<file path="config.mk">
export PLATFORM = sky130hd
export DESIGN_NAME = run_length_pow2_histogram_core_flat
export DESIGN_NICKNAME = d
export VERILOG_FILES = /design/src/rtl/core/rlh_pkg.sv /design/src/rtl/core/rlh_in_if.sv /design/src/rtl/core/rlh_out_if.sv /design/src/rtl/core/rlh_front.sv /design/src/rtl/core/rlh_queue.sv /design/src/rtl/core/rlh_back.sv /design/src/rtl/core/run_length_pow2_histogram_core.sv /design/src/flat_wrapper.sv
export SDC_FILE = /design/constraint.sdc
export NUM_CORES = 2
export LEC_CHECK = 0
export BUFFER_PORTS_ARGS = -buffer_cell sky130_fd_sc_hd__buf_4
export CAP_MARGIN = 20
export CORE_UTILIZATION = 45
export DETAILED_ROUTE_END_ITERATION = 16
export PLACE_DENSITY = 0.59
export SETUP_SLACK_MARGIN = 0.05
export SYNTH_ARGS = -nofsm -noshare
export SYNTH_HDL_FRONTEND = slang
export SYNTH_HIERARCHICAL = 1
export SYNTH_SLANG_ARGS = --single-unit
</file>
<file path="constraint.sdc">
create_clock -name clk -period 6.46 [get_ports clk]
set_clock_uncertainty 0.05 [all_clocks]
set_input_delay 0.646 -clock clk [delete_from_list [all_inputs] [get_ports clk]]
set_output_delay 0.646 -clock clk [all_outputs]
set_load 0.005 [all_outputs]
</file>
<file path="src/rtl/core/rlh_pkg.sv">
`timescale 1ns / 1ps

package rlh_pkg;

    // Widths of the run counter and of the bucket counters.
    localparam int RUN_BITS   = 32;
    localparam int COUNT_BITS = 32;

    // One bucket for each power of two from 2^0 to 2^32.
    localparam int NUM_BUCKETS = 33;
    localparam int INDEX_BITS  = 6;

    // Field widths of the transactions.
    localparam int ACTION_BITS = 2;
    localparam int CLASS_BITS  = 2;
    localparam int LENGTH_BITS = 33;
    localparam int FIELD_BITS  = 32;

    // Depth of the command queue between the front and back ends.
    localparam int QUEUE_DEPTH = 4;
    localparam int QPTR_BITS   = 2;

    // Width that holds both a bucket counter and the count field.
    localparam int CMP_BITS = (COUNT_BITS > FIELD_BITS) ? COUNT_BITS : FIELD_BITS;

    localparam logic [RUN_BITS-1:0]   RUN_MAX   = '1;
    localparam logic [COUNT_BITS-1:0] COUNT_MAX = '1;

    // Action codes.
    localparam logic [ACTION_BITS-1:0] ACT_EDGE  = 2'd0;
    localparam logic [ACTION_BITS-1:0] ACT_END   = 2'd1;
    localparam logic [ACTION_BITS-1:0] ACT_READ  = 2'd2;
    localparam logic [ACTION_BITS-1:0] ACT_CLEAR = 2'd3;

    // Class code of a cycle edge.
    localparam logic [CLASS_BITS-1:0] CYCLE_CLASS = 2'd2;

    // Commands passed from the front end to the back end.
    typedef enum logic [1:0] {
        CMD_INC,
        CMD_READ,
        CMD_CLEAR
    } cmd_op_t;

    typedef struct packed {
        cmd_op_t               op;
        logic [INDEX_BITS-1:0] addr;
        logic                  oob;
    } cmd_t;

    // Clamp a bucket counter to the width of the count field.
    function automatic logic [FIELD_BITS-1:0] count_to_field(
        input logic [COUNT_BITS-1:0] cnt
    );
        logic [CMP_BITS-1:0] wide;
        wide = CMP_BITS'(cnt);
        if (wide > CMP_BITS'({FIELD_BITS{1'b1}}))
        begin
            return '1;
        end
        return wide[FIELD_BITS-1:0];
    endfunction

endpackage

</file>
<file path="src/rtl/core/rlh_in_if.sv">
`timescale 1ns / 1ps

interface rlh_in_if;
    logic                               valid;
    logic                               ready;
    logic [rlh_pkg::ACTION_BITS-1:0]    action;
    logic [rlh_pkg::CLASS_BITS-1:0]     edge_class;
    logic [rlh_pkg::INDEX_BITS-1:0]     bucket_index;

    modport source (output valid, action, edge_class, bucket_index, input ready);
    modport sink   (input valid, action, edge_class, bucket_index, output ready);
endinterface

</file>
<file path="src/rtl/core/rlh_out_if.sv">
`timescale 1ns / 1ps

interface rlh_out_if;
    logic                               valid;
    logic                               ready;
    logic [rlh_pkg::LENGTH_BITS-1:0]    bucket_length;
    logic [rlh_pkg::FIELD_BITS-1:0]     bucket_count;

    modport source (output valid, bucket_length, bucket_count, input ready);
    modport sink   (input valid, bucket_length, bucket_count, output ready);
endinterface

</file>
<file path="src/rtl/core/rlh_front.sv">
`timescale 1ns / 1ps

module rlh_front (
    input  logic          clk,
    input  logic          rst_n,
    rlh_in_if.sink        in_ch,
    input  logic          q_full,
    output logic          push,
    output rlh_pkg::cmd_t push_cmd
);

    logic [rlh_pkg::RUN_BITS-1:0]   run_reg;
    logic [rlh_pkg::RUN_BITS-1:0]   run_next;
    logic [rlh_pkg::INDEX_BITS-1:0] k_reg;
    logic [rlh_pkg::INDEX_BITS-1:0] k_next;
    logic                           accept;

    // Any transaction is taken while the queue has room.
    assign in_ch.ready = !q_full;
    assign accept      = in_ch.valid && !q_full;

    // Track the current run and its bucket. The bucket index moves up by one
    // each time the run grows past the power of two it currently stands for.
    always_comb
    begin
        run_next = run_reg;
        k_next   = k_reg;
        push     = 1'b0;
        push_cmd = '{op: rlh_pkg::CMD_INC, addr: k_reg, oob: 1'b0};
        if (accept)
        begin
            case (in_ch.action)
                rlh_pkg::ACT_EDGE:
                begin
                    if (in_ch.edge_class == rlh_pkg::CYCLE_CLASS)
                    begin
                        if (run_reg != rlh_pkg::RUN_MAX)
                        begin
                            run_next = run_reg + rlh_pkg::RUN_BITS'(1);
                            if ((run_reg != '0) &&
                                (run_reg == (rlh_pkg::RUN_BITS'(1) << k_reg)))
                            begin
                                k_next = k_reg + rlh_pkg::INDEX_BITS'(1);
                            end
                        end
                    end
                    else if (run_reg != '0)
                    begin
                        push     = 1'b1;
                        run_next = '0;
                        k_next   = '0;
                    end
                end
                rlh_pkg::ACT_END:
                begin
                    if (run_reg != '0)
                    begin
                        push     = 1'b1;
                        run_next = '0;
                        k_next   = '0;
                    end
                end
                rlh_pkg::ACT_READ:
                begin
                    push     = 1'b1;
                    push_cmd = '{op:   rlh_pkg::CMD_READ,
                                 addr: in_ch.bucket_index,
                                 oob:  (in_ch.bucket_index >=
                                        rlh_pkg::INDEX_BITS'(rlh_pkg::NUM_BUCKETS))};
                end
                rlh_pkg::ACT_CLEAR:
                begin
                    push     = 1'b1;
                    push_cmd = '{op: rlh_pkg::CMD_CLEAR, addr: '0, oob: 1'b0};
                end
                default:
                begin
                    push = 1'b0;
                end
            endcase
        end
    end

    always_ff @(posedge clk or negedge rst_n)
    begin
        if (!rst_n)
        begin
            run_reg <= '0;
            k_reg   <= '0;
        end
        else
        begin
            run_reg <= run_next;
            k_reg   <= k_next;
        end
    end

    // An empty run always maps to bucket zero.
    a_idle_bucket: assert property (@(posedge clk) disable iff (!rst_n)
        (run_reg == '0) |-> (k_reg == '0))
        else $error("bucket index not cleared with the run");

    // A run that closes is pushed as an increment of its bucket.
    a_close_push: assert property (@(posedge clk) disable iff (!rst_n)
        (accept && (run_reg != '0) && (run_next == '0)) |->
        (push && (push_cmd.op == rlh_pkg::CMD_INC)))
        else $error("closed run was not queued");

endmodule

</file>
<file path="src/rtl/core/rlh_queue.sv">
`timescale 1ns / 1ps

module rlh_queue (
    input  logic          clk,
    input  logic          rst_n,
    input  logic          push,
    input  rlh_pkg::cmd_t push_cmd,
    output logic          full,
    input  logic          pop,
    output logic          not_empty,
    output rlh_pkg::cmd_t pop_cmd
);

    rlh_pkg::cmd_t                 entry_reg [rlh_pkg::QUEUE_DEPTH];
    logic [rlh_pkg::QPTR_BITS-1:0] wr_ptr_reg;
    logic [rlh_pkg::QPTR_BITS-1:0] wr_ptr_next;
    logic [rlh_pkg::QPTR_BITS-1:0] rd_ptr_reg;
    logic [rlh_pkg::QPTR_BITS-1:0] rd_ptr_next;
    logic [rlh_pkg::QPTR_BITS:0]   count_reg;
    logic [rlh_pkg::QPTR_BITS:0]   count_next;
    logic                          do_push;
    logic                          do_pop;

    assign full      = (count_reg == (rlh_pkg::QPTR_BITS+1)'(rlh_pkg::QUEUE_DEPTH));
    assign not_empty = (count_reg != '0);
    assign pop_cmd   = entry_reg[rd_ptr_reg];
    assign do_push   = push && !full;
    assign do_pop    = pop && not_empty;

    // Pointer and fill count update.
    always_comb
    begin
        wr_ptr_next = do_push ? wr_ptr_reg + rlh_pkg::QPTR_BITS'(1) : wr_ptr_reg;
        rd_ptr_next = do_pop  ? rd_ptr_reg + rlh_pkg::QPTR_BITS'(1) : rd_ptr_reg;
        count_next  = count_reg;
        if (do_push && !do_pop)
        begin
            count_next = count_reg + (rlh_pkg::QPTR_BITS+1)'(1);
        end
        else if (do_pop && !do_push)
        begin
            count_next = count_reg - (rlh_pkg::QPTR_BITS+1)'(1);
        end
    end

    always_ff @(posedge clk or negedge rst_n)
    begin
        if (!rst_n)
        begin
            wr_ptr_reg <= '0;
            rd_ptr_reg <= '0;
            count_reg  <= '0;
        end
        else
        begin
            wr_ptr_reg <= wr_ptr_next;
            rd_ptr_reg <= rd_ptr_next;
            count_reg  <= count_next;
        end
    end

    // Entry storage.
    always_ff @(posedge clk)
    begin
        if (do_push)
        begin
            entry_reg[wr_ptr_reg] <= push_cmd;
        end
    end

endmodule

</file>
<file path="src/rtl/core/rlh_back.sv">
`timescale 1ns / 1ps

module rlh_back (
    input  logic          clk,
    input  logic          rst_n,
    input  logic          q_not_empty,
    input  rlh_pkg::cmd_t q_cmd,
    output logic          pop,
    rlh_out_if.source     out_ch
);

    logic [rlh_pkg::COUNT_BITS-1:0]  mem [rlh_pkg::NUM_BUCKETS];
    logic [rlh_pkg::NUM_BUCKETS-1:0] valid_reg;
    logic [rlh_pkg::NUM_BUCKETS-1:0] valid_next;

    logic                            b_valid_reg;
    rlh_pkg::cmd_t                   b_cmd_reg;
    logic [rlh_pkg::COUNT_BITS-1:0]  rdata_reg;

    logic                            fwd_valid_reg;
    logic [rlh_pkg::INDEX_BITS-1:0]  fwd_addr_reg;
    logic [rlh_pkg::COUNT_BITS-1:0]  fwd_data_reg;

    logic                            out_valid_reg;
    logic                            out_valid_next;
    logic [rlh_pkg::LENGTH_BITS-1:0] out_len_reg;
    logic [rlh_pkg::FIELD_BITS-1:0]  out_cnt_reg;

    logic                            b_adv;
    logic                            b_take;
    logic                            b_hold;
    logic                            is_inc;
    logic                            is_read;
    logic                            is_clear;
    logic                            out_load;
    logic                            mem_rd;
    logic [rlh_pkg::COUNT_BITS-1:0]  cur_count;
    logic [rlh_pkg::COUNT_BITS-1:0]  new_count;

    // Stage control: a read waits only for a full, stalled output register.
    assign is_inc   = (b_cmd_reg.op == rlh_pkg::CMD_INC);
    assign is_read  = (b_cmd_reg.op == rlh_pkg::CMD_READ);
    assign is_clear = (b_cmd_reg.op == rlh_pkg::CMD_CLEAR);
    assign b_adv    = b_valid_reg && !(is_read && out_valid_reg && !out_ch.ready);
    assign b_hold   = b_valid_reg && !b_adv;
    assign b_take   = !b_hold;
    assign pop      = q_not_empty && b_take;
    assign mem_rd   = pop && !q_cmd.oob;
    assign out_load = b_adv && is_read;

    // Current bucket value: an unwritten or cleared entry reads as zero, and
    // the write of the previous step is forwarded past the memory read.
    always_comb
    begin
        if (!valid_reg[b_cmd_reg.addr] || b_cmd_reg.oob)
        begin
            cur_count = '0;
        end
        else if (fwd_valid_reg && (fwd_addr_reg == b_cmd_reg.addr))
        begin
            cur_count = fwd_data_reg;
        end
        else
        begin
            cur_count = rdata_reg;
        end
        new_count = (cur_count == rlh_pkg::COUNT_MAX) ?
                    cur_count : cur_count + rlh_pkg::COUNT_BITS'(1);
    end

    // Valid bits: the clear transaction drops them all at once.
    always_comb
    begin
        valid_next = valid_reg;
        if (b_adv && is_clear)
        begin
            valid_next = '0;
        end
        else if (b_adv && is_inc)
        begin
            valid_next[b_cmd_reg.addr] = 1'b1;
        end
    end

    assign out_valid_next = out_load ? 1'b1 : (out_ch.ready ? 1'b0 : out_valid_reg);

    // Control registers.
    always_ff @(posedge clk or negedge rst_n)
    begin
        if (!rst_n)
        begin
            valid_reg     <= '0;
            b_valid_reg   <= 1'b0;
            fwd_valid_reg <= 1'b0;
            out_valid_reg <= 1'b0;
        end
        else
        begin
            valid_reg     <= valid_next;
            out_valid_reg <= out_valid_next;
            if (b_take)
            begin
                b_valid_reg   <= q_not_empty;
                fwd_valid_reg <= b_adv && is_inc;
            end
        end
    end

    // Stage payload and forwarding data.
    always_ff @(posedge clk)
    begin
        if (pop)
        begin
            b_cmd_reg <= q_cmd;
        end
        if (b_take)
        begin
            fwd_addr_reg <= b_cmd_reg.addr;
            fwd_data_reg <= new_count;
        end
        if (out_load)
        begin
            out_len_reg <= b_cmd_reg.oob ? '0 :
                           (rlh_pkg::LENGTH_BITS'(1) << b_cmd_reg.addr);
            out_cnt_reg <= rlh_pkg::count_to_field(cur_count);
        end
    end

    // Bucket counter memory: one write and one registered read per cycle.
    always_ff @(posedge clk)
    begin
        if (b_adv && is_inc)
        begin
            mem[b_cmd_reg.addr] <= new_count;
        end
        if (mem_rd)
        begin
            rdata_reg <= mem[q_cmd.addr];
        end
    end

    assign out_ch.valid         = out_valid_reg;
    assign out_ch.bucket_length = out_len_reg;
    assign out_ch.bucket_count  = out_cnt_reg;

    // A clear leaves every bucket reading as zero.
    a_clear_empties: assert property (@(posedge clk) disable iff (!rst_n)
        (b_adv && is_clear) |=> (valid_reg == '0))
        else $error("clear left a bucket valid");

    // An increment marks its bucket valid and arms the forwarding path.
    a_inc_forward: assert property (@(posedge clk) disable iff (!rst_n)
        (b_adv && is_inc) |=> (fwd_valid_reg && valid_reg[fwd_addr_reg]))
        else $error("increment not forwarded");

    // A new result appears only when a read leaves the stage.
    a_out_from_read: assert property (@(posedge clk) disable iff (!rst_n)
        (out_valid_reg && !$past(out_valid_reg)) |-> $past(b_adv && is_read))
        else $error("result without a read");

endmodule

</file>
<file path="src/rtl/core/run_length_pow2_histogram_core.sv">
`timescale 1ns / 1ps

// Run-length histogram with power-of-two buckets. Each input transaction is
// an edge sample, an end of stream, a bucket read or a histogram clear; only
// a read returns an output transaction, carrying 2^bucket_index and that
// bucket's saturating count (zeros for an index above 32). The block takes
// one transaction per cycle while the queue has room. The front end tracks
// the run and its bucket index as it grows, so closing a run needs no search;
// a four-entry command queue feeds the back end, whose bucket counters live
// in a 33-entry memory updated by read-modify-write, one command per cycle,
// with the last write forwarded. A read result passes the queue, the back-end
// stage and the output register. Only a read result held by the output side
// stalls the back end; input ready drops once the queue fills behind it.
// Reset and the clear transaction empty the histogram at once through
// per-bucket valid bits, so there is no clearing pass after reset.
module run_length_pow2_histogram_core (
    input  logic       clk,
    input  logic       rst_n,
    rlh_in_if.sink     in_ch,
    rlh_out_if.source  out_ch
);

    logic          q_full;
    logic          q_push;
    rlh_pkg::cmd_t q_push_cmd;
    logic          q_pop;
    logic          q_not_empty;
    rlh_pkg::cmd_t q_pop_cmd;

    // Run tracking and command generation.
    rlh_front u_front (
        .clk      (clk),
        .rst_n    (rst_n),
        .in_ch    (in_ch),
        .q_full   (q_full),
        .push     (q_push),
        .push_cmd (q_push_cmd)
    );

    // Command queue between the two ends.
    rlh_queue u_queue (
        .clk       (clk),
        .rst_n     (rst_n),
        .push      (q_push),
        .push_cmd  (q_push_cmd),
        .full      (q_full),
        .pop       (q_pop),
        .not_empty (q_not_empty),
        .pop_cmd   (q_pop_cmd)
    );

    // Bucket counters and result register.
    rlh_back u_back (
        .clk         (clk),
        .rst_n       (rst_n),
        .q_not_empty (q_not_empty),
        .q_cmd       (q_pop_cmd),
        .pop         (q_pop),
        .out_ch      (out_ch)
    );

endmodule
</file>
<file path="src/flat_wrapper.sv">
// flat-port wrapper written by rule: the top's interface ports become plain ports
module run_length_pow2_histogram_core_flat 
  (clk, rst_n, in_ch_valid, in_ch_action, in_ch_edge_class, in_ch_bucket_index, in_ch_ready, out_ch_valid, out_ch_bucket_length, out_ch_bucket_count, out_ch_ready);
  rlh_in_if in_ch_i ();
  rlh_out_if out_ch_i ();
  input  logic clk;
  input  logic rst_n;
  input wire logic [$bits(in_ch_i.valid)-1:0] in_ch_valid;
  input wire logic [$bits(in_ch_i.action)-1:0] in_ch_action;
  input wire logic [$bits(in_ch_i.edge_class)-1:0] in_ch_edge_class;
  input wire logic [$bits(in_ch_i.bucket_index)-1:0] in_ch_bucket_index;
  output wire logic [$bits(in_ch_i.ready)-1:0] in_ch_ready;
  output wire logic [$bits(out_ch_i.valid)-1:0] out_ch_valid;
  output wire logic [$bits(out_ch_i.bucket_length)-1:0] out_ch_bucket_length;
  output wire logic [$bits(out_ch_i.bucket_count)-1:0] out_ch_bucket_count;
  input wire logic [$bits(out_ch_i.ready)-1:0] out_ch_ready;
  assign in_ch_i.valid = in_ch_valid;
  assign in_ch_i.action = in_ch_action;
  assign in_ch_i.edge_class = in_ch_edge_class;
  assign in_ch_i.bucket_index = in_ch_bucket_index;
  assign in_ch_ready = in_ch_i.ready;
  assign out_ch_valid = out_ch_i.valid;
  assign out_ch_bucket_length = out_ch_i.bucket_length;
  assign out_ch_bucket_count = out_ch_i.bucket_count;
  assign out_ch_i.ready = out_ch_ready;
  run_length_pow2_histogram_core u_core (.clk(clk), .rst_n(rst_n), .in_ch(in_ch_i), .out_ch(out_ch_i));
endmodule
</file>
==> flow_metrics.env <==
export IMPL_cts_sinks=1317
export IMPL_antenna_found_initial=3
export IMPL_crit_required_ns=6.99
export IMPL_period_needed_ns=5.66
export IMPL_ant_nets=0
export IMPL_gp_congestion=0.848
export IMPL_grt_pass1_vias=27500
export IMPL_ys_types=76
export IMPL_clockBufferDepth=3
export IMPL_fmax_mhz=177
export IMPL_cts_clk_slew_worst_paths_ns=0.06
export IMPL_rsz0062_at_grt="false"
export IMPL_leakage_nw=20.1
export IMPL_min_delay_start="out_ch_ready"
export IMPL_grt_overflow=0
export IMPL_grt_pass1_wl_um=198000
export IMPL_avgViaCountPerCell=6.10
export IMPL_r2r_end="u_core/u_back/mem[7][25]"
export IMPL_htreeDepth=4
export IMPL_core_area_mm2=0.116
export IMPL_largest_reg_flops=1056
export IMPL_grt_usage_pct=23.8
export IMPL_areaGrowthSynthToFinish_pct=14.7
export IMPL_synth_top_cell_area_share_pct=70.2
export IMPL_root_buffer="clkbuf_16"
export IMPL_die_area_mm2=0.119
export IMPL_relSlewSlack_pct=28.1
export IMPL_ioPinCount=81
export IMPL_drv_cap=0
export IMPL_power_density_mw_per_mm2=451
export IMPL_grt_max_degree=66
export IMPL_crit_arrival_ns=6.20
export IMPL_wire_per_inst_um=30.8
export IMPL_drc=0
export IMPL_port_buffers=80
export IMPL_syn_area_mm2=0.0529
export IMPL_drtIter0Drc=3255
export IMPL_holdPathStages=3
export IMPL_vdd_drop_max_v=0.000366
export IMPL_min_delay_worst_endpoint="u_core/u_back/out_ch.valid"
export IMPL_start_util_pct=45.4
export IMPL_fin_area_mm2=0.0606
export IMPL_period_share_pct=87.7
export IMPL_rrSetupSlack_ns=0.80
export IMPL_hold_viol=0
export IMPL_crit_type="reg2reg"
export IMPL_final_core_util_pct=52.1
export IMPL_yosys_top_cells_area="edfxtp_1, mux4_2, dfrtp_1"
export IMPL_place_area_mm2=0.0560
export IMPL_die_height_um=345
export IMPL_post_cts_buffers=0
export IMPL_cp_start_kind="flip-flop"
export IMPL_worst_setup_path_end_kind="flip-flop"
export IMPL_ys_warn_count=6
export IMPL_layout_nets=2892
export IMPL_seq_area_frac_synth_pct=74.0
export IMPL_cp_max_fo=18
export IMPL_die_w_um=345
export IMPL_synth_edff_count=1236
export IMPL_drive_gt1_share_pct=27.1
export IMPL_insertion_delay_ns=0.76
export IMPL_cts_buffers=138
export IMPL_synth_cells=2700
export IMPL_rows=125
export IMPL_reg2reg_from="u_core/u_back/b_cmd_reg[1]"
export IMPL_syn_avg_cell_area_um2=19.6
export IMPL_tns_ns=0
export IMPL_async_reset_ff_share_pct=6.15
export IMPL_drv_slew=0
export IMPL_cts_tree="built"
export IMPL_tightest_slew_ns=1.08
export IMPL_dp_hpwl_um=72200
export IMPL_finalSetupViolCount=0
export IMPL_firstDrtPassIters=6
export IMPL_synth_seq_cells=1317
export IMPL_status="complete, no violations"
export IMPL_synth_main_ff_cell="edfxtp_1"
export IMPL_hold_class="in2reg"
export IMPL_reg2regPathDepth=15
export IMPL_syn_nets=2729
export IMPL_finalWirelength_um=139000
export IMPL_synth_area_leader_cell="edfxtp_1"
export IMPL_diodes=0
export IMPL_vias=27400
-- placed cells by master, fill, tap and decap left out, types with 8 or more instances in the layout --
cell          n
buf_4       158
o21ai_0      71
buf_8        11
a21oi_1      26
mux2_2       12
clkinv_2     20
buf_12        9
edfxtp_1   1236
clkbuf_1     33
xor2_2        9
and3_1       10
nand2b_1     12
nor3_1       31
clkinv_1     26
clkbuf_16   141
dfrtp_1      81
inv_1        23
o31ai_1      10
bufinv_16    12
nand3b_1     12
mux4_2      330
nand4_1      36
clkinv_8      8
xnor2_1      17
nor2_1      132
ha_1         14
xor2_1       23
nand2_1     112
xnor2_2      12
mux2i_1      73
nor2_4       34
nand3_1      45
nor4_1       17
o21a_1       34
-- cells by family after synthesis --
kind of cell | count (synthesis) | synth area share [%]
flip-flops | 1317 | 74.0
AND/OR/NAND/NOR | 518 | 5.01
adder cells (fa/ha/maj) | 15 | 0.369
buffers and inverters | 183 | 1.41
XOR/XNOR | 61 | 1.01
AO/OA/AOI/OAI | 185 | 2.22
multiplexers | 421 | 15.9
-- synth_stat cells (7+ instances only) --
cell type and count:
mux2_2 12, ha_1 14, nand4_1 36, mux4_2 335
nor3b_1 8, edfxtp_1 1236, nand3_1 45, a31oi_1 7
nor2_1 165, nor3_1 31, buf_1 34, xor2_1 32
and4_1 7, nand2b_1 12, and3_1 10, inv_1 24
nand2_1 112, a21oi_1 26, o31ai_1 10, mux2i_1 73
nand3b_1 12, o21a_1 34, dfrtp_1 81, buf_2 25
nor4_1 17, xnor2_1 29, clkbuf_1 95, o21ai_0 71
-- worst max-delay path, stage by stage (launching register included) --
cell and delay, ns:
edfxtp_1 0.90, mux4_2 0.62, nor2_1 0.11, a311oi_1 0.10, nor4_4 0.42, nor2_1 0.18, ha_1 0.33, nand3_1 0.12
nor2_1 0.09, nand4_1 0.13, mux2i_1 0.09, buf_4 0.24, nor4_2 0.81, nand3b_1 0.27, xnor2_2 0.74, buf_6 0.27
-- area by class of cell --
class / instances / area, µm²
Clock inverter: 79 / 820
Fill cell: 9106 / 55700
Sequential cell: 1317 / 39100
Clock buffer: 174 / 3650
Multi-Input combinational cell: 1200 / 13400
Inverter: 24 / 90.1
Tap cell: 1524 / 1910
Timing Repair Buffer: 182 / 1590
-- what timing repair did --
item	in CTS	in global routing
resized for setup	0	0
endpoints found under the hold margin	19	0
hold buffers	1	0
-- metal layers --
layer  global-route usage (%)  vias up  wire, µm
met4                     6.49        0      3180
li1                         -    11300         -
met3                     3.98      202     10700
met1                     33.3    14700     56500
met2                     38.8     1223     68400
met5                        0        -         0
-- per-stage QoR --
stage | setup slack [ns] | instances | total power (W) | hold WS [ns]
2_1_floorplan | 1.13 | 2700 | 0.0169 | 0.300
3_3_place_gp | 0.760 | 4230 | 0.0195 | 0.416
3_5_place_dp | 0.657 | 4235 | 0.0197 | 0.427
4_1_cts | 0.596 | 4489 | 0.0275 | 0.131
5_1_grt | 0.591 | 4500 | 0.0284 | 0.186
6_report | 0.796 | 4500 | 0.0273 | 0.173
-- worst max-delay path by stage --
stage                                     startpoint                       endpoint  slack (ns)  depth (start not counted)
after global placement    u_core/u_back/b_cmd_reg[1]      u_core/u_back/mem[10][25]        0.76                         14
after detailed placement  u_core/u_back/b_cmd_reg[1]      u_core/u_back/mem[15][29]        0.66                         14
after global routing      u_core/u_back/b_cmd_reg[1]       u_core/u_back/mem[7][25]        0.59                         15
after CTS                 u_core/u_back/b_cmd_reg[1]       u_core/u_back/mem[1][29]        0.60                         14
after floorplan           u_core/u_back/b_cmd_reg[5]  u_core/u_back/fwd_data_reg[6]        1.13                         15
final                     u_core/u_back/b_cmd_reg[1]       u_core/u_back/mem[7][25]        0.80                         15
-- report_power, final --
group | leakage [nW] | internal [W] | total (W) | switching [W]
clock | 2.17 | 0.00452 | 0.00781 | 0.00329
sequential | 12.8 | 0.0107 | 0.0112 | 0.000534
combinational | 5.16 | 0.00380 | 0.00828 | 0.00448
No activity file was read; power rests on OpenSTA's default activity.
